<file path="src/sv/icmr_pkg.sv">
package icmr_pkg;

    // result queue geometry
    localparam int QDEPTH = 4;
    localparam int QAW    = $clog2(QDEPTH);

    // configuration register indexes
    typedef enum logic [2:0] {
        REG_X_OFS    = 3'd0,
        REG_W_OFS    = 3'd1,
        REG_ZP_OUT   = 3'd2,
        REG_Q_MULT   = 3'd3,
        REG_Q_SHIFT  = 3'd4,
        REG_CLAMP_LO = 3'd5,
        REG_CLAMP_HI = 3'd6
    } cfg_index_t;

    // reset values of the configuration registers
    localparam logic [30:0] MULT_RESET    = 31'h4000_0000;
    localparam logic [7:0]  ACT_MIN_RESET = 8'h80;
    localparam logic [7:0]  ACT_MAX_RESET = 8'h7f;

    // requantizer sequencer states
    typedef enum logic [2:0] {
        BK_IDLE,
        BK_MUL,
        BK_SCALE,
        BK_SHIFT,
        BK_OUT
    } bk_state_t;

    // configuration as seen by the datapath
    typedef struct packed {
        logic signed [8:0] x_ofs;
        logic signed [8:0] w_ofs;
        logic signed [7:0] zp_out;
        logic [30:0]       q_mult;
        logic signed [6:0] q_shift;
        logic signed [7:0] clamp_lo;
        logic signed [7:0] clamp_hi;
    } cfg_t;

    // finished accumulator handed from the mac to the queue
    typedef struct packed {
        logic        vld;
        logic [31:0] acc;
    } acc_req_t;

    // queue status and head as seen by the requantizer
    typedef struct packed {
        logic        vld;
        logic        full;
        logic [31:0] acc;
    } q_status_t;

endpackage

</file>
<file path="src/sv/icmr_front.sv">
module icmr_front (
    input  logic                     aclk,
    input  logic                     aresetn,
    input  icmr_pkg::cfg_t           cfg,
    input  logic                     tap_vld,
    input  logic signed [7:0]        tap_value,
    input  logic                     tap_padded,
    input  logic signed [7:0]        weight_value,
    input  logic [31:0]              bias_value,
    input  logic                     first_tap,
    input  logic                     last_tap,
    output logic                     tap_rdy,
    input  logic                     q_full,
    output icmr_pkg::acc_req_t       push
);
    import icmr_pkg::*;

    logic [31:0]        acc_reg;
    logic [31:0]        acc_next;
    logic signed [9:0]  xa;
    logic signed [9:0]  wa;
    logic signed [19:0] prod;
    logic [31:0]        base;
    logic               take;

    // taps stall only while the result queue has no room
    assign tap_rdy = !q_full;
    assign take    = tap_vld && tap_rdy;

    // offset operands stay within ten bits, so the int16 wrap never bites
    assign xa   = 10'(tap_value) + 10'(cfg.x_ofs);
    assign wa   = 10'(weight_value) + 10'(cfg.w_ofs);
    assign prod = xa * wa;

    // accumulate, restarting from the bias on a first tap
    always_comb begin
        base     = first_tap ? bias_value : acc_reg;
        acc_next = tap_padded ? base : base + 32'(prod);
    end

    always_ff @(posedge aclk) begin
        if (!aresetn) begin
            acc_reg <= '0;
        end else if (take) begin
            acc_reg <= acc_next;
        end
    end

    // hand the finished sum to the queue on the last tap
    assign push.vld = take && last_tap;
    assign push.acc = acc_next;

endmodule

</file>
<file path="config.mk">
export PLATFORM = sky130hd
export DESIGN_NAME = icmr_front
export DESIGN_NICKNAME = d
export VERILOG_FILES = /design/src/sv/icmr_pkg.sv /design/src/sv/icmr_front.sv
export SDC_FILE = /design/constraint.sdc
export NUM_CORES = 1
export LEC_CHECK = 0
export BUFFER_PORTS_ARGS = -buffer_cell sky130_fd_sc_hd__buf_2
export CAP_MARGIN = 20
export CELL_PAD_IN_SITES_DETAIL_PLACEMENT = 1
export CELL_PAD_IN_SITES_GLOBAL_PLACEMENT = 2
export CORE_MARGIN = 10
export CORE_UTILIZATION = 36
export CTS_BUF_LIST = sky130_fd_sc_hd__clkbuf_8
export CTS_CLUSTER_SIZE = 14
export DETAILED_ROUTE_END_ITERATION = 8
export GPL_TIMING_DRIVEN = 1
export HOLD_SLACK_MARGIN = 0.1
export PLACE_DENSITY = 0.95
export SLEW_MARGIN = 40
export SYNTH_ARGS = -nofsm -noshare
export SYNTH_HDL_FRONTEND = slang
export SYNTH_SLANG_ARGS = --single-unit
</file>
<file path="constraint.sdc">
create_clock -name aclk -period 28.5 [get_ports aclk]
set_input_delay 0 -clock aclk [delete_from_list [all_inputs] [get_ports aclk]]
set_output_delay 0 -clock aclk [all_outputs]
set_load 0.01 [all_outputs]
</file>
# Word level (Yosys, flattened, before mapping)
# Cells that the tools add are included.
# totals
regBits	32
in_bits	135
# classes
add_sub_neg	3
multipliers	1
mux	2
n_reduce_logical	3
# op_table
op	n
2-to-1 mux 32 bit	2
adder 32 bit	1
adder 8 x 9 -> 10 bit	2
multiplier 10 x 10 -> 20 bit	1
logical AND 1 bit	2
zero test 1 bit	1

# Longest topological paths before layout
# Gate-level depths: netlist of the first run.
# logic_depth
word_depth	4
mapped_depth	43
mapped_depth_nobuf	43

# Worst setup path before layout of the first run
# Ideal clock, no wire load.
# synth_path
kind	input-to-reg
startpoint	input cfg[62] (netlist name)
endpoint	register acc_reg[31]
setup_ps	95
arrival_ps	8971
required_time_ps	28405
path_slack_ps	19433
path_stages	39
n_path_buf	0
cell_sequence	ha_1 fa_1 a21o_1 a21oi_1 o21bai_1 a21oi_1 o21bai_1 a21oi_1 xnor2_1 or2_2 fa_1 fa_1 inv_1 fa_1 fa_1 inv_1 fa_1 inv_1 [... 3 more ...] o21a_1 o41ai_1 o2111ai_1 a21oi_1 xnor2_1 ha_1 a21oi_1 o21ai_0 o41ai_1 a21oi_1 nand2_1 nor4_1 or3_1 a31oi_2 nor2_1 a221oi_2 o31ai_1 a221oi_1
# synth_between
elab_chain_len	4
# synth_lines
item	line_no	text
from (decl)	icmr_front.sv:4	input icmr_pkg::cfg_t cfg,
adder 8 x 9 -> 10 bit	icmr_front.sv:32	assign wa = 10'(weight_value) + 10'(cfg.w_ofs);
multiplier 10 x 10 -> 20 bit	icmr_front.sv:33	assign prod = xa * wa;
adder 32 bit	icmr_front.sv:38	acc_next = tap_padded ? base : base + 32'(prod);
2-to-1 mux 32 bit	icmr_front.sv:38	
to (signal assigned)	icmr_front.sv:45	acc_reg <= acc_next;
to (decl)	icmr_front.sv:18	logic [31:0] acc_reg;
# Every way passes these cells.
# A chain may end at the register's enable or synchronous reset.

==> results of run 1 <==
worst min-delay path: cells and delay by family:
family	cells	cell delay (ns)
buffers and inverters	1	0.10
and+or+nand+nor	2	0.23
AOI/OAI and AO/OA	1	0.06
synth_stat cells, drive strengths merged (14+ instances only):
| library cell | instances |
|---|---|
| fa | 95 |
| nand3 | 22 |
| a21oi | 70 |
| mux2i | 17 |
| a21boi | 14 |
| dfxtp | 32 |
| and2 | 25 |
| ha | 95 |
| clkbuf | 21 |
| inv | 167 |
| nor2 | 82 |
| nand2 | 101 |
| xnor2 | 49 |
| mux2 | 27 |
| o21ai | 35 |
| nor2b | 27 |
layer usage:
| metal | up-vias | GRT usage |
|---|---|---|
| li1 | 3660 | - |
| met1 | 3719 | 0.194 |
| met2 | 101 | 0.302 |
| met3 | 29 | 0.0190 |
| met4 | 0 | 0.0333 |
| met5 | - | 0 |
per-stage QoR:
step / util / cells / instance area [µm²] / hold WS (ns) / setup WS (ns)
2_1_floorplan: - / 1049 / 8380 / 0.0510 / 19.43
3_3_place_gp: 0.407 / 1450 / 9280 / 0.265 / 18.32
3_5_place_dp: 0.409 / 1450 / 9310 / 0.275 / 17.93
4_1_cts: 0.413 / 1458 / 9410 / 0.117 / 18.01
5_1_grt: 0.415 / 1458 / 9450 / 0.138 / 17.54
6_report: 0.415 / 1458 / 9450 / 0.119 / 18.34
how the worst min path moves through the flow:
stage	end	slack, ns
finish	acc_reg[2]$_SDFFE_PN0P_	0.12
global route	acc_reg[12]$_SDFFE_PN0P_	0.14
CTS	acc_reg[12]$_SDFFE_PN0P_	0.12
detailed placement	tap_rdy	0.28
global placement	tap_rdy	0.27
floorplan	tap_rdy	0.05
final cells by class:
cell class | count | area [µm²]
repair buffers | 116 | 608
inverters | 167 | 627
multi-input cells | 822 | 7090
flip-flops and latches | 32 | 641
fillers | 2829 | 13300
clock buffers | 5 | 68.8
well taps | 313 | 392
clock inverters | 3 | 23.8
cells by family after synthesis:
logic type      Yosys count  synth area share
xor+xnor                 62            0.0648
simple gates            320             0.184
flops                    32            0.0764
mux                      44            0.0570
fa+ha+maj               191             0.370
buf+inv                 195            0.0877
compound gates          205             0.160
==> flow_metrics.env, run 1 <==
export IMPL_outcome="complete, no violations"
export IMPL_crit_fanout=10
export IMPL_initial_core_util=0.368
export IMPL_highest_layer="met4"
export IMPL_wire_per_inst_um=16.3
export IMPL_syn_area_per_cell_um2=7.99
export IMPL_finClkSkew_ns=0.0140
export IMPL_crit_family="adder cells"
export IMPL_postRouteAntennaNets=0
export IMPL_wl_met3_um=546
export IMPL_finalSetupViolCount=0
export IMPL_yosysTopAreaCell="fa_1"
export IMPL_ctsResizeCount=0
export IMPL_n_antenna_cell=0
export IMPL_r2r_start="acc_reg[0]$_SDFFE_PN0P_"
export IMPL_largest_register_ffs=32
export IMPL_clockBufferDepth=2
export IMPL_syn_num_nets=1374
export IMPL_cp_num_cells=41
export IMPL_yosys_warnings=0
export IMPL_cp_data_required_time_ns=28.50
export IMPL_tightest_slew_ns=0.700
export IMPL_via_per_inst=5.15
export IMPL_finalSetupTns_ns=0
export IMPL_area_growth_pct=12.7
export IMPL_clk_latency_ns=0.32
export IMPL_grt_pass1_vias=8461
export IMPL_fp_row_count=55
export IMPL_yosys_top_cells_area="fa_1 23%, ha_1 14%, dfxtp_1 7.6%"
export IMPL_synth_seq_cells=32
export IMPL_cp_start_kind="primary input"
export IMPL_seq_area_frac_synth=0.0764
export IMPL_r2r_end="acc_reg[30]$_SDFFE_PN0P_"
export IMPL_remaining_drc_errors=0
export IMPL_gp_congestion=0.853
export IMPL_die_width_um=173
export IMPL_clock_sinks=32
export IMPL_coreArea_um2=22800
export IMPL_finalHoldViolCount=0
export IMPL_period_minus_slack_ns=10.16
export IMPL_cts_tree="built"
export IMPL_path_clk_slew_ns=0.09
export IMPL_max_slew_margin_rel=0.531
export IMPL_ys_flop_type="dfxtp_1"
export IMPL_rsz0062_at_grt="false"
export IMPL_r2r_setup_slack_ns=24.23
export IMPL_hpwl_um=20000
export IMPL_crit_start="cfg[62]"
export IMPL_grt_max_degree=50
export IMPL_portBuffers=106
export IMPL_syn_instance_count=1049
export IMPL_dr_pass1_iters=4
export IMPL_cts_root_buf="clkbuf_8"
export IMPL_fin_nets=1469
export IMPL_slew_viol_final=0
export IMPL_overflow=0
export IMPL_dr_total_vias=7509
export IMPL_synth_edff_count=0
export IMPL_crit_end="push[31]"
export IMPL_die_h_um=173
export IMPL_antenna_found_initial=0
export IMPL_max_cap_violations=0
export IMPL_drive_above_1_share=0.156
export IMPL_drt_iter0_markers=272
export IMPL_rr_worst_depth=15
export IMPL_cpPeakStageDelay_ns=0.61
export IMPL_ys_types=65
export IMPL_cts_buffers_inserted=5
export IMPL_worst_ep_arrival_time_ns=10.16
export IMPL_htree_levels=2
export IMPL_slowest_stage="fa_1"
export IMPL_grt_usage=0.162
export IMPL_path_buf_inv=6
export IMPL_max_freq_mhz=98.5
export IMPL_io_pins=169
export IMPL_hold_buffers=0
export IMPL_grt_first_pass_wirelength_um=41200
export IMPL_path_class="primary input to primary output"
export IMPL_syn_area_um2=8380
export IMPL_async_flop_share=0
export IMPL_wl_met1_um=10600
export IMPL_cts_setup_buffers=0
export IMPL_drt_total_wl_um=23700
export IMPL_dr_wl_met2_um=12100
export IMPL_hp_class="primary input to register"
export IMPL_finalCritPeriodShare=0.356
export IMPL_layout_common_cells="166 x inv_1, 105 x buf_2, 101 x nand2_1"
export IMPL_die_area_um2=29800
export IMPL_hold_depth=4
export IMPL_layout_commonest_cell="inv_1"
export IMPL_end_kind="primary output"
export IMPL_synth_top_area_share=0.227
export IMPL_min_from="q_full"
Power of run 1 is not shown: default switching activity piles up to over one toggle a cycle in this logic, so the estimate is an artifact.
==> run 2, diff against run 1 <==
--- a/config.mk
+++ b/config.mk
@@ -10,13 +10,13 @@
 export CELL_PAD_IN_SITES_DETAIL_PLACEMENT = 1
 export CELL_PAD_IN_SITES_GLOBAL_PLACEMENT = 2
 export CORE_MARGIN = 10
-export CORE_UTILIZATION = 36
+export CORE_UTILIZATION = 30
 export CTS_BUF_LIST = sky130_fd_sc_hd__clkbuf_8
 export CTS_CLUSTER_SIZE = 14
 export DETAILED_ROUTE_END_ITERATION = 8
 export GPL_TIMING_DRIVEN = 1
 export HOLD_SLACK_MARGIN = 0.1
-export PLACE_DENSITY = 0.95
+export PLACE_DENSITY = 0.88
 export SLEW_MARGIN = 40
 export SYNTH_ARGS = -nofsm -noshare
 export SYNTH_HDL_FRONTEND = slang
==> constraint.sdc (replaced) <==
create_clock -name aclk -period 8.3 [get_ports aclk]
set_input_delay 0 -clock aclk [delete_from_list [all_inputs] [get_ports aclk]]
set_output_delay 0 -clock aclk [all_outputs]
set_load 0.01 [all_outputs]
==> flow_metrics.env, run 2 (synthesized netlist as in run 1, its figures left out) <==
export IMPL_coreArea_um2=27700
export IMPL_cts_root_buf="clkbuf_8"
export IMPL_initial_core_util=0.303
export IMPL_max_cap_violations=0
export IMPL_rr_worst_depth=17
export IMPL_gp_congestion=0.878
export IMPL_remaining_drc_errors=0
export IMPL_hold_buffers=0
export IMPL_clk_latency_ns=0.28
export IMPL_worst_ep_arrival_time_ns=8.88
export IMPL_fp_row_count=61
export IMPL_slowest_stage="fa_1"
export IMPL_min_from="bias_value[29]"
export IMPL_grt_usage=0.157
export IMPL_period_minus_slack_ns=8.88
export IMPL_tightest_slew_ns=0.869
export IMPL_drt_iter0_markers=320
export IMPL_violations="negative setup slack"
export IMPL_nFillCells=3336
export IMPL_max_slew_margin_rel=0.404
export IMPL_dr_total_vias=8400
export IMPL_io_pins=169
export IMPL_grt_first_pass_wirelength_um=47000
export IMPL_finalSetupViolCount=20
export IMPL_hpwl_um=22800
export IMPL_finClkSkew_ns=0.00385
export IMPL_cp_data_required_time_ns=8.30
export IMPL_max_freq_mhz=113
export IMPL_cts_tree="built"
export IMPL_slew_viol_final=0
export IMPL_grt_pass1_vias=9456
export IMPL_finalCritPeriodShare=1.07
export IMPL_cts_buffers_inserted=5
export IMPL_overflow=0
export IMPL_hold_depth=4
export IMPL_postRouteAntennaNets=0
export IMPL_wire_per_inst_um=16.8
export IMPL_cpPeakStageDelay_ns=0.54
export IMPL_clock_sinks=32
export IMPL_finalHoldViolCount=0
export IMPL_die_h_um=187
export IMPL_layout_commonest_cell="buf_4"
export IMPL_grt_max_degree=50
export IMPL_cp_start_kind="primary input"
export IMPL_path_clk_slew_ns=0.07
export IMPL_worst_slack_ns=-0.581
export IMPL_antenna_found_initial=0
export IMPL_htree_levels=2
export IMPL_largest_register_ffs=32
export IMPL_crit_start="weight_value[0]"
export IMPL_fin_nets=1665
export IMPL_dpl_cell_area_um2=10800
export IMPL_stdcell_area_um2=11700
export IMPL_drt_total_wl_um=28900
export IMPL_cp_common_cell="a21oi_2"
export IMPL_clockBufferDepth=2
export IMPL_hp_class="primary input to register"
export IMPL_drive_above_1_share=0.350
export IMPL_crit_fanout=3
export IMPL_r2r_start="acc_reg[0]$_SDFFE_PN0P_"
export IMPL_via_per_inst=4.89
export IMPL_outcome="finished, violations left"
export IMPL_die_width_um=187
export IMPL_post_place_ws_ns=-0.832
export IMPL_n_antenna_cell=0
export IMPL_end_kind="primary output"
export IMPL_portBuffers=106
export IMPL_area_growth_pct=39.3
export IMPL_die_area_um2=35000
export IMPL_layout_common_cells="192 x buf_4, 154 x inv_1, 100 x buf_2"
export IMPL_dr_pass1_iters=4
export IMPL_rsz0062_at_grt="true"
export IMPL_path_class="primary input to primary output"
## run 2: changes by cell type in the layout (fill, tap and decap cells not counted), moves of 5 or more
cell | before | now
buf_2 | 105 | 100
ha_4 | 0 | 9
inv_2 | 1 | 12
nand2_2 | 0 | 6
ha_1 | 95 | 84
a21oi_1 | 69 | 46
a21oi_2 | 1 | 22
buf_4 | 11 | 192
o21ai_0 | 33 | 27
inv_1 | 166 | 154
buf_6 | 0 | 18
nand2_1 | 101 | 94
nor2_1 | 82 | 75
nor2_4 | 0 | 5
## run 2: layout make-up
type | instances | area, µm² | area share
Clock buffer | 5 | 68.8 | 0.00589
Tap cell | 378 | 473 | 0.0405
Inverter | 167 | 632 | 0.0541
Sequential cell | 32 | 641 | 0.0549
Timing Repair Buffer | 312 | 2180 | 0.187
Clock inverter | 2 | 8.76 | 0.000750
Multi-Input combinational cell | 822 | 7670 | 0.657
## run 2: what timing repair did
item	4_1_cts	5_1_grt
resized for setup	56	67
pin swaps	71	60
setup endpoints to repair	22	25
buffers inserted	23	14
cloned	0	0
endpoints found under the hold margin	0	0
## run 2: worst max-delay path: cells and delay by family
family	cells	cell delay, ns
buffers and inverters	8	0.81
xor gates and xnor gates	3	0.31
and+or+nand+nor	8	1.28
adders and majority gates	9	3.65
AOI/OAI and AO/OA	15	2.81
## run 2: through the flow
stage / hold WS [ns] / setup TNS, ns / util / std cells
finish: 0.212 / -7.07 / 0.421 / 1718
global route: 0.230 / -15.29 / 0.421 / 1718
CTS: 0.168 / -2.25 / 0.409 / 1708
detailed placement: 0.272 / -11.18 / 0.390 / 1678
global placement: 0.263 / -6.12 / 0.390 / 1678
floorplan: 0.0510 / 0 / - / 1049
## run 2: layer usage
layer,wire [µm],up-vias,track usage
li1,-,4052,-
met1,12700,4169,0.193
met5,0,-,0
met3,853,38,0.0183
met2,14900,141,0.292
met4,467,0,0.0211
## run 2: final timing paths
path	endpoint	slack (ns)
worst max-delay path	push[31]	-0.58
worst min-delay path	acc_reg[29]$_SDFFE_PN0P_	0.21
worst max register to register	acc_reg[26]$_SDFFE_PN0P_	4.08
worst min register to register	acc_reg[21]$_SDFFE_PN0P_	0.46
Power of run 2 is left out for the same reason.
