`config.mk`:
```
export PLATFORM = sky130hd
export DESIGN_NAME = icmr_queue
export DESIGN_NICKNAME = d
export VERILOG_FILES = /design/src/sv/icmr_pkg.sv /design/src/sv/icmr_queue.sv
export SDC_FILE = /design/constraint.sdc
export NUM_CORES = 1
export LEC_CHECK = 0
export ABC_AREA = 1
export ABC_CLOCK_PERIOD_IN_PS = 3800
export BUFFER_PORTS_ARGS = -buffer_cell sky130_fd_sc_hd__buf_4
export CORE_UTILIZATION = 59
export DETAILED_ROUTE_END_ITERATION = 8
export PLACE_DENSITY = 0.81
export SKIP_CTS_REPAIR_TIMING = 1
export SYNTH_ARGS = -nofsm -noshare
export SYNTH_HDL_FRONTEND = slang
export SYNTH_SLANG_ARGS = --single-unit
```
`constraint.sdc`:
```
create_clock -name aclk -period 3.8 [get_ports aclk]
set_input_delay 0.19 -clock aclk [delete_from_list [all_inputs] [get_ports aclk]]
set_output_delay 0.19 -clock aclk [all_outputs]
set_load 0.01 [all_outputs]
```
`src/sv/icmr_pkg.sv`:
```
package icmr_pkg;

    // result queue geometry
    localparam int QDEPTH = 4;
    localparam int QAW    = $clog2(QDEPTH);

    // configuration register indexes
    typedef enum logic [2:0] {
        REG_X_OFS    = 3'd0,
        REG_W_OFS    = 3'd1,
        REG_ZP_OUT   = 3'd2,
        REG_Q_MULT   = 3'd3,
        REG_Q_SHIFT  = 3'd4,
        REG_CLAMP_LO = 3'd5,
        REG_CLAMP_HI = 3'd6
    } cfg_index_t;

    // reset values of the configuration registers
    localparam logic [30:0] MULT_RESET    = 31'h4000_0000;
    localparam logic [7:0]  ACT_MIN_RESET = 8'h80;
    localparam logic [7:0]  ACT_MAX_RESET = 8'h7f;

    // requantizer sequencer states
    typedef enum logic [2:0] {
        BK_IDLE,
        BK_MUL,
        BK_SCALE,
        BK_SHIFT,
        BK_OUT
    } bk_state_t;

    // configuration as seen by the datapath
    typedef struct packed {
        logic signed [8:0] x_ofs;
        logic signed [8:0] w_ofs;
        logic signed [7:0] zp_out;
        logic [30:0]       q_mult;
        logic signed [6:0] q_shift;
        logic signed [7:0] clamp_lo;
        logic signed [7:0] clamp_hi;
    } cfg_t;

    // finished accumulator handed from the mac to the queue
    typedef struct packed {
        logic        vld;
        logic [31:0] acc;
    } acc_req_t;

    // queue status and head as seen by the requantizer
    typedef struct packed {
        logic        vld;
        logic        full;
        logic [31:0] acc;
    } q_status_t;

endpackage

```
`src/sv/icmr_queue.sv`:
```
module icmr_queue (
    input  logic                aclk,
    input  logic                aresetn,
    input  icmr_pkg::acc_req_t  push,
    input  logic                pop,
    output icmr_pkg::q_status_t status
);
    import icmr_pkg::*;

    logic [31:0]  mem_reg [QDEPTH];
    logic [QAW-1:0] wr_ptr_reg;
    logic [QAW-1:0] rd_ptr_reg;
    logic [QAW:0]   count_reg;
    logic [QAW:0]   count_next;
    logic           do_push;
    logic           do_pop;

    assign do_push = push.vld && (count_reg != (QAW+1)'(QDEPTH));
    assign do_pop  = pop && (count_reg != '0);

    // occupancy
    always_comb begin
        count_next = count_reg;
        if (do_push && !do_pop) begin
            count_next = count_reg + 1'b1;
        end else if (do_pop && !do_push) begin
            count_next = count_reg - 1'b1;
        end
    end

    always_ff @(posedge aclk) begin
        if (!aresetn) begin
            wr_ptr_reg <= '0;
            rd_ptr_reg <= '0;
            count_reg  <= '0;
        end else begin
            count_reg <= count_next;
            if (do_push) begin
                wr_ptr_reg <= wr_ptr_reg + 1'b1;
            end
            if (do_pop) begin
                rd_ptr_reg <= rd_ptr_reg + 1'b1;
            end
        end
    end

    // storage
    always_ff @(posedge aclk) begin
        if (do_push) begin
            mem_reg[wr_ptr_reg] <= push.acc;
        end
    end

    assign status.vld  = (count_reg != '0);
    assign status.full = (count_reg == (QAW+1)'(QDEPTH));
    assign status.acc  = mem_reg[rd_ptr_reg];

endmodule

```
; ---- Word-level counts from Yosys, hierarchy flattened
; Memory sizes are Yosys's and may differ from the RTL's. A register that Yosys moved wholly into a read port is not among the register bits.
; Cells that the tools add are included.
[op_classes]
n_div = 0
n_mux = 6
add_sub_neg = 4
reduce_logical = 8
n_eq_ne = 2
n_bitwise = 0
n_mul = 0
n_lt_le_gt_ge = 0
shifts = 0
[op_table]
columns = operator, count
row1 = $mux W3, 2
row2 = $add A2 B1 Y2 const B, 2
row3 = $logic_and A1 B1 Y1, 4
row4 = $mux W2, 2
row5 = $add A3 B1 Y3 const B, 1
row6 = $eq A3 B3 Y1 const B, 1
row7 = $ne A3 B3 Y1 const B, 1
row8 = $reduce_bool A3 Y1, 1
row9 = $sub A3 B1 Y3 const B, 1
row10 = $logic_not A1 Y1, 2
row11 = $mux W1, 2
row12 = $reduce_bool A2 Y1, 1
[word_totals]
input_bits = 36
ram_bits = 128
rom_bits = 0
mem_count = 1
latch_bits = 0
output_inout_bits = 34
elab_cells = 24
ff_bits = 7
[mem_list]
columns = memory, depth, word_bits, rd, rd_clocked_by_memory_dff, wr, line_no
row1 = mem_reg, 4, 32, 1, 1, 1, icmr_queue.sv:10  ; logic [31:0] mem_reg [QDEPTH];

; ---- Longest topological paths before layout
; Gate-level depths: netlist of the first run.
[logic_depth]
ltp_word = 6
mapped_depth = 13

; ---- Worst setup path before layout of the first run
; No wires, ideal clock.
[synth_path]
path_kind = reg-to-reg
startpoint = reg count_reg[0]
endpoint = mem mem_reg[0][0], enable pin
period_less_slack_ns = 2.414
t_arrival_ns = 1.993
n_path_buf = 0
stages_incl_launch_ff = 5
slack_ns = 1.386
cell_sequence = dfxtp_1 -> nor2_2 -> nand2_1 -> nand2_2 -> nor2_1
[synth_via]
elab_chain_len = 4
[synth_lines]
columns = item, line_no
row1 = "start, declared", icmr_queue.sv:13  ; logic [QAW:0] count_reg;
row2 = "start signal, assigned", icmr_queue.sv:37  ; count_reg <= count_next;
row3 = $ne A3 B3 Y1, icmr_queue.sv:18  ; assign do_push = push.vld && (count_reg != (QAW+1)'(QDEPTH));
row4 = $logic_and A1 B1 Y1, icmr_queue.sv:18
row5 = $mux W1, icmr_queue.sv:49  ; if (do_push) begin
row6 = $mux W1 (implied by the code), icmr_queue.sv:50  ; mem_reg[wr_ptr_reg] <= push.acc;
row7 = "end, declared", icmr_queue.sv:10
; Every way passes these cells.

==> results of run 1 <==
cell families after synthesis:
logic type,synth area share
AND/OR/NAND/NOR,0.0725
adder cells (fa/ha/maj),0.0157
buffers and inverters,0.0435
AO/OA/AOI/OAI,0.103
XOR/XNOR,0.00166
flip-flops,0.764
metal layers:
metal,wire [µm],vias up,GRT usage
li1,-,1596,-
met1,4200,1642,0.287
met2,5700,140,0.417
met3,608,20,0.0610
met4,234,0,0.0907
met5,0,-,0
worst min path at each step:
stage          depth (start not counted)      from  slack [ns]             end
5_1_grt                                4  push[32]       0.008   wr_ptr_reg[0]
3_3_place_gp                           1  push[21]        0.39  mem_reg[2][21]
2_1_floorplan                          0   push[0]        0.29   mem_reg[0][0]
4_1_cts                                1  push[27]       -0.14  mem_reg[3][27]
3_5_place_dp                           1  push[13]        0.39  mem_reg[3][13]
6_report                               4  push[32]      0.0001   wr_ptr_reg[0]
synth_stat cells:
master / instances
a21oi_1: 3
buf_2: 6
buf_4: 3
buf_6: 9
clkbuf_1: 1
dfxtp_1: 9
edfxtp_1: 128
fa_1: 1
ha_1: 5
inv_1: 15
inv_2: 1
inv_8: 1
nand2_1: 14
nand2_2: 1
nand3_1: 4
nand3b_1: 1
nor2_1: 77
nor2_2: 1
o21ai_0: 37
o21ai_1: 28
o22ai_1: 32
xor2_1: 1
area by class of cell:
| class | count | area, µm² | area share |
|---|---|---|---|
| Tap cell | 108 | 135 | 0.0199 |
| Inverter | 17 | 71.3 | 0.0105 |
| Clock buffer | 18 | 418 | 0.0617 |
| Timing Repair Buffer | 104 | 863 | 0.127 |
| Clock inverter | 14 | 220 | 0.0325 |
| Multi-Input combinational cell | 205 | 1040 | 0.154 |
| Sequential cell | 137 | 4030 | 0.594 |
power breakdown:
part           switching (mW)  leakage, nW  total (mW)  internal (mW)
Sequential              0.102         1.25        1.94           1.84
Combinational           0.655        0.930        1.11          0.450
Clock                   0.618        0.298        1.75           1.14
Total                    1.37         2.47        4.80           3.43
stage by stage:
step                power (mW)  setup WS [ns]
floorplan                 2.61           1.39
global placement          2.97           1.85
detailed placement        3.02           1.77
CTS                       4.78           1.27
global route              5.01           1.10
finish                    4.80           1.27
worst max-delay path, cell delays in order, from the launching register on:
cell and delay, ns:
dfxtp_2 0.86, inv_8 0.30, o21ai_1 0.32, o22ai_1 0.15
buf_4 0.17
==> impl_metrics.json, run 1 <==
{
  "vdd.ir_drop.worst_uv": 503,
  "dr.first_iter.drc_count": 228,
  "hold_ws_ns": 0.0000971,
  "outcome": "finished clean",
  "leakage_nw": 2.47,
  "grt_max_degree": 65,
  "r2r_start": "count_reg[1]",
  "synth_top_area_frac": 0.730,
  "synth.avg_cell_area_um2": 13.9,
  "drt-total-wl_um": 10700,
  "synth_cells": 378,
  "synth_area_mm2": 0.00527,
  "fin_area_mm2": 0.00678,
  "ys_seq_area_frac": 0.764,
  "hp-class": "input port to flop",
  "ant_nets": 0,
  "cap_violations": 0,
  "skew_ns": 0.00603,
  "num_vias": 3398,
  "rr_worst_depth": 9,
  "ff2ff_setup_slack_ns": 1.73,
  "dr.pass1.iters": 5,
  "fin_cells": 603,
  "initial_utilization": 0.607,
  "period_share": 0.667,
  "wire_per_inst_um": 17.8,
  "io_pins": 70,
  "cts_buffer_depth": 2,
  "dp.cells": 538,
  "worst-setup-path-type": "flop to output port",
  "layout_commonest_cell": "edfxtp_1",
  "clkLatencyLatePin_ns": 0.52,
  "coreArea_mm2": 0.00868,
  "grt_pass1_wl_um": 15500,
  "gp_congestion": 0.771,
  "setup_viol": 0,
  "clkTransAtPathRegs_ns": 0.06,
  "synth.distinct_cells": 22,
  "io_buffers": 69,
  "ys_ff_latch": 137,
  "period_minus_slack_ns": 2.53,
  "r2r-end": "count_reg[1]",
  "cts_buffers": 17,
  "relSlewSlack": 0.300,
  "die-width_um": 96.5,
  "fmax_mhz": 395,
  "gr-total-overflow": 0,
  "rows": 34,
  "h-tree-depth": 4,
  "final_util": 0.781,
  "rsz0062_at_grt": "no",
  "worst_pin_slew_ns": 1.05,
  "largest_reg_flops": 128,
  "antenna_found_initial": 0,
  "cp-end-kind": "output port",
  "powerDensity_mw_per_mm2": 709,
  "grt_pass1_vias": 3091,
  "diodes": 0,
  "dp_hpwl_um": 5370,
  "place_area_mm2": 0.00581,
  "tns_ns": 0,
  "syn2layout_area_growth_pct": 28.7,
  "num-fill-cells": 478,
  "cp.arrival_ns": 2.34,
  "syn_nets": 420,
  "drc": 0,
  "fin_nets": 524,
  "mostFrequentLayoutCells": "edfxtp_1, nor2_1, buf_4",
  "synth_top_cell_by_area": "edfxtp_1",
  "critPathRequiredTime_ns": 3.61,
  "crit_path_end": "status[28]",
  "crit_path_start_kind": "flop",
  "final_layout_size_suffix_gt1_frac": 0.224,
  "worstPathMaxFanout": 64,
  "clockRootBuffer": "clkbuf_8",
  "drv_slew": 0,
  "finalHoldViolCount": 0,
  "cts_num_sinks": 137,
  "die-area_mm2": 0.00931,
  "grt_use_total": 0.240,
  "synth_area_leaders": "edfxtp_1, nor2_1, o22ai_1, o21ai_0, dfxtp_1",
  "yosys_warnings": 0,
  "die_h_um": 96.5,
  "drt-vias-per-instance": 5.64,
  "cts_tree": "yes"
}
(Power assumes the default switching activity.)
==> inputs of run 2 (changes only) <==
--- a/config.mk
+++ b/config.mk
@@ -5,12 +5,12 @@
 export SDC_FILE = /design/constraint.sdc
 export NUM_CORES = 1
 export LEC_CHECK = 0
-export ABC_AREA = 1
-export ABC_CLOCK_PERIOD_IN_PS = 3800
+export ABC_AREA = 0
+export ABC_CLOCK_PERIOD_IN_PS = 2500
 export BUFFER_PORTS_ARGS = -buffer_cell sky130_fd_sc_hd__buf_4
-export CORE_UTILIZATION = 59
+export CORE_UTILIZATION = 57
 export DETAILED_ROUTE_END_ITERATION = 8
-export PLACE_DENSITY = 0.81
+export PLACE_DENSITY = 0.79
 export SKIP_CTS_REPAIR_TIMING = 1
 export SYNTH_ARGS = -nofsm -noshare
 export SYNTH_HDL_FRONTEND = slang
==> constraint.sdc (replaced) <==
create_clock -name aclk -period 2.5 [get_ports aclk]
set_input_delay 0.125 -clock aclk [delete_from_list [all_inputs] [get_ports aclk]]
set_output_delay 0.125 -clock aclk [all_outputs]
set_load 0.01 [all_outputs]
==> impl_metrics.json, run 2 <==
{
  "worst_pin_slew_ns": 0.492,
  "yosys-top-cells-count": "edfxtp_1, mux4_2, dfxtp_1, and2_1, ha_1",
  "ys_async_sr_fraction": 0,
  "yosys_warnings": 0,
  "outcome": "finished clean",
  "critPathBufInv": 2,
  "cp_top_family": "flip-flops",
  "rows": 34,
  "cp_common_cell": "buf_4",
  "cp.arrival_ns": 1.99,
  "cts_buffers": 17,
  "wire_per_inst_um": 18.8,
  "dp_slack_ns": 0.375,
  "leakage_nw": 2.35,
  "rsz0062_at_grt": "no",
  "io_pins": 70,
  "ys_ff_latch": 137,
  "die-area_mm2": 0.00942,
  "hold_ws_ns": 0.0726,
  "final_util": 0.770,
  "num_vias": 2508,
  "die-width_um": 97.0,
  "crit_path_cell_trace": "buf_4, mux4_2, buf_4",
  "synth.distinct_cells": 23,
  "rr_worst_depth": 8,
  "ys.flop_type": "edfxtp_1",
  "worstPathMaxFanout": 18,
  "die_h_um": 97.0,
  "grt_use_total": 0.195,
  "skew_ns": 0.00619,
  "r2r-end": "count_reg[2]",
  "crit_path_start_kind": "flop",
  "largest_reg_flops": 128,
  "power.total_mw": 6.81,
  "grt_max_degree": 23,
  "drv_slew": 0,
  "powerDensity_mw_per_mm2": 1010,
  "num-fill-cells": 457,
  "initial_utilization": 0.590,
  "cts_buffer_depth": 2,
  "vdd.ir_drop.worst_uv": 590,
  "ys_seq_area_frac": 0.782,
  "min_path_cells": 4,
  "synth_edf_count": 128,
  "synth_cells": 215,
  "cts_num_sinks": 137,
  "synth_most_common_cell": "edfxtp_1",
  "coreArea_mm2": 0.00872,
  "synth_area_leaders": "edfxtp_1, mux4_2, dfxtp_1, ha_1, buf_12",
  "fin_nets": 380,
  "period_minus_slack_ns": 2.11,
  "setup_viol": 0,
  "h-tree-depth": 4,
  "dr.first_iter.drc_count": 86,
  "cap_violations": 0,
  "synth.avg_cell_area_um2": 23.9,
  "dr.pass1.iters": 4,
  "io_buffers": 69,
  "clockRootBuffer": "clkbuf_8",
  "synth_area_mm2": 0.00515,
  "syn_nets": 257,
  "crit_path_max_incr_delay_ns": 0.64,
  "drt-total-wl_um": 8610,
  "synth_top_cell_by_area": "edfxtp_1",
  "cts_tree": "yes",
  "fin_ws_ns": 0.388,
  "clkLatencyLatePin_ns": 0.51,
  "final_layout_size_suffix_gt1_frac": 0.425,
  "dp_hpwl_um": 5160,
  "gp_congestion": 0.746,
  "period_share": 0.845,
  "mostFrequentLayoutCells": "edfxtp_1, buf_4, dlygate4sd3_1",
  "r2r_start": "count_reg[0]",
  "ant_nets": 0,
  "fmax_mhz": 474,
  "synth_top_area_frac": 0.747,
  "min-delay-start": "pop",
  "grt_pass1_vias": 2495,
  "cp-end-kind": "output port",
  "syn2layout_area_growth_pct": 30.4,
  "finalHoldViolCount": 0,
  "ff2ff_setup_slack_ns": 0.40,
  "hp-class": "input port to flop",
  "antenna_found_initial": 0,
  "relSlewSlack": 0.672,
  "gr-total-overflow": 0,
  "drt-vias-per-instance": 5.46,
  "layout_commonest_cell": "edfxtp_1",
  "clkTransAtPathRegs_ns": 0.06,
  "tns_ns": 0,
  "critPathRequiredTime_ns": 2.38,
  "diodes": 0,
  "grt_pass1_wl_um": 13200,
  "critPathSlowestCell": "dfxtp_2",
  "worst-setup-path-type": "flop to output port",
  "drc": 0
}
==> run 2: changes by cell type after synthesis, sizes merged, moves of 2 or more <==
cell | before | now
a21oi | 3 | 0
and2 | 0 | 8
buf | 18 | 8
inv | 17 | 3
mux2i | 0 | 3
mux4 | 0 | 32
nand2 | 15 | 4
nand3 | 4 | 0
nor2 | 78 | 0
nor2b | 0 | 2
o21ai | 65 | 1
o22ai | 32 | 0
or3 | 0 | 2
xnor2 | 0 | 3
==> run 2: kinds of logic (layout without fill, tap and decap cells) <==
| group | Yosys count | after routing | synth area share |
|---|---|---|---|
| xor gates and xnor gates | 4 | 4 | 0.00681 |
| and+or+nand+nor | 17 | 17 | 0.0199 |
| adders and majority gates | 6 | 6 | 0.0160 |
| buffers and inverters | 12 | 148 | 0.0219 |
| DFF | 137 | 137 | 0.782 |
| muxes | 35 | 35 | 0.147 |
| AOI/OAI and AO/OA | 4 | 4 | 0.00656 |
==> run 2: metal layers <==
layer | routed length [µm] | track usage | share of wire
met1 | 3620 | 0.241 | 0.42
met2 | 4470 | 0.310 | 0.52
met3 | 415 | 0.0802 | 0.048
met4 | 106 | 0.0723 | 0.012
met5 | 0 | 0 | 0
==> run 2: cell type report <==
class / instances / area [µm²] / area share
flip-flops and latches: 137 / 4030 / 0.600
multi-input cells: 66 / 1020 / 0.152
repair buffers: 113 / 981 / 0.146
clock buffers: 17 / 414 / 0.0617
well taps: 108 / 135 / 0.0201
clock inverters: 15 / 129 / 0.0192
inverters: 3 / 11.3 / 0.00168
==> run 2: worst max-delay path by stage <==
stage / start / end / slack (ns) / depth (start not counted)
6_report: flop / status[11] / 0.39 / 3
5_1_grt: count_reg[0] / count_reg[2] / 0.21 / 8
4_1_cts: flop / status[11] / 0.34 / 3
3_5_place_dp: count_reg[0] / count_reg[2] / 0.37 / 8
3_3_place_gp: count_reg[1] / count_reg[2] / 0.48 / 7
2_1_floorplan: count_reg[0] / count_reg[2] / 0.44 / 9
==> run 2: report_power, final <==
group	internal [mW]	total, mW	switching, mW	leakage (nW)
combinational	0.934	1.64	0.709	0.852
clock	1.31	2.25	0.935	0.250
sequential	2.79	2.92	0.129	1.25
==> run 2: worst register-to-register path: stages, from the launching register on <==
cell and delay (ns):
dfxtp_1 0.48, nor3b_2 0.10, nor2b_1 0.18, ha_1 0.21, inv_1 0.06, fa_1 0.37, xor2_1 0.18, or3_1 0.30
a21boi_0 0.15
==> run 2: through the flow <==
step	instance area [µm²]	std cells
floorplan	5150	215
global placement	5840	394
detailed placement	5840	394
CTS	6380	426
global route	6710	459
finish	6710	459
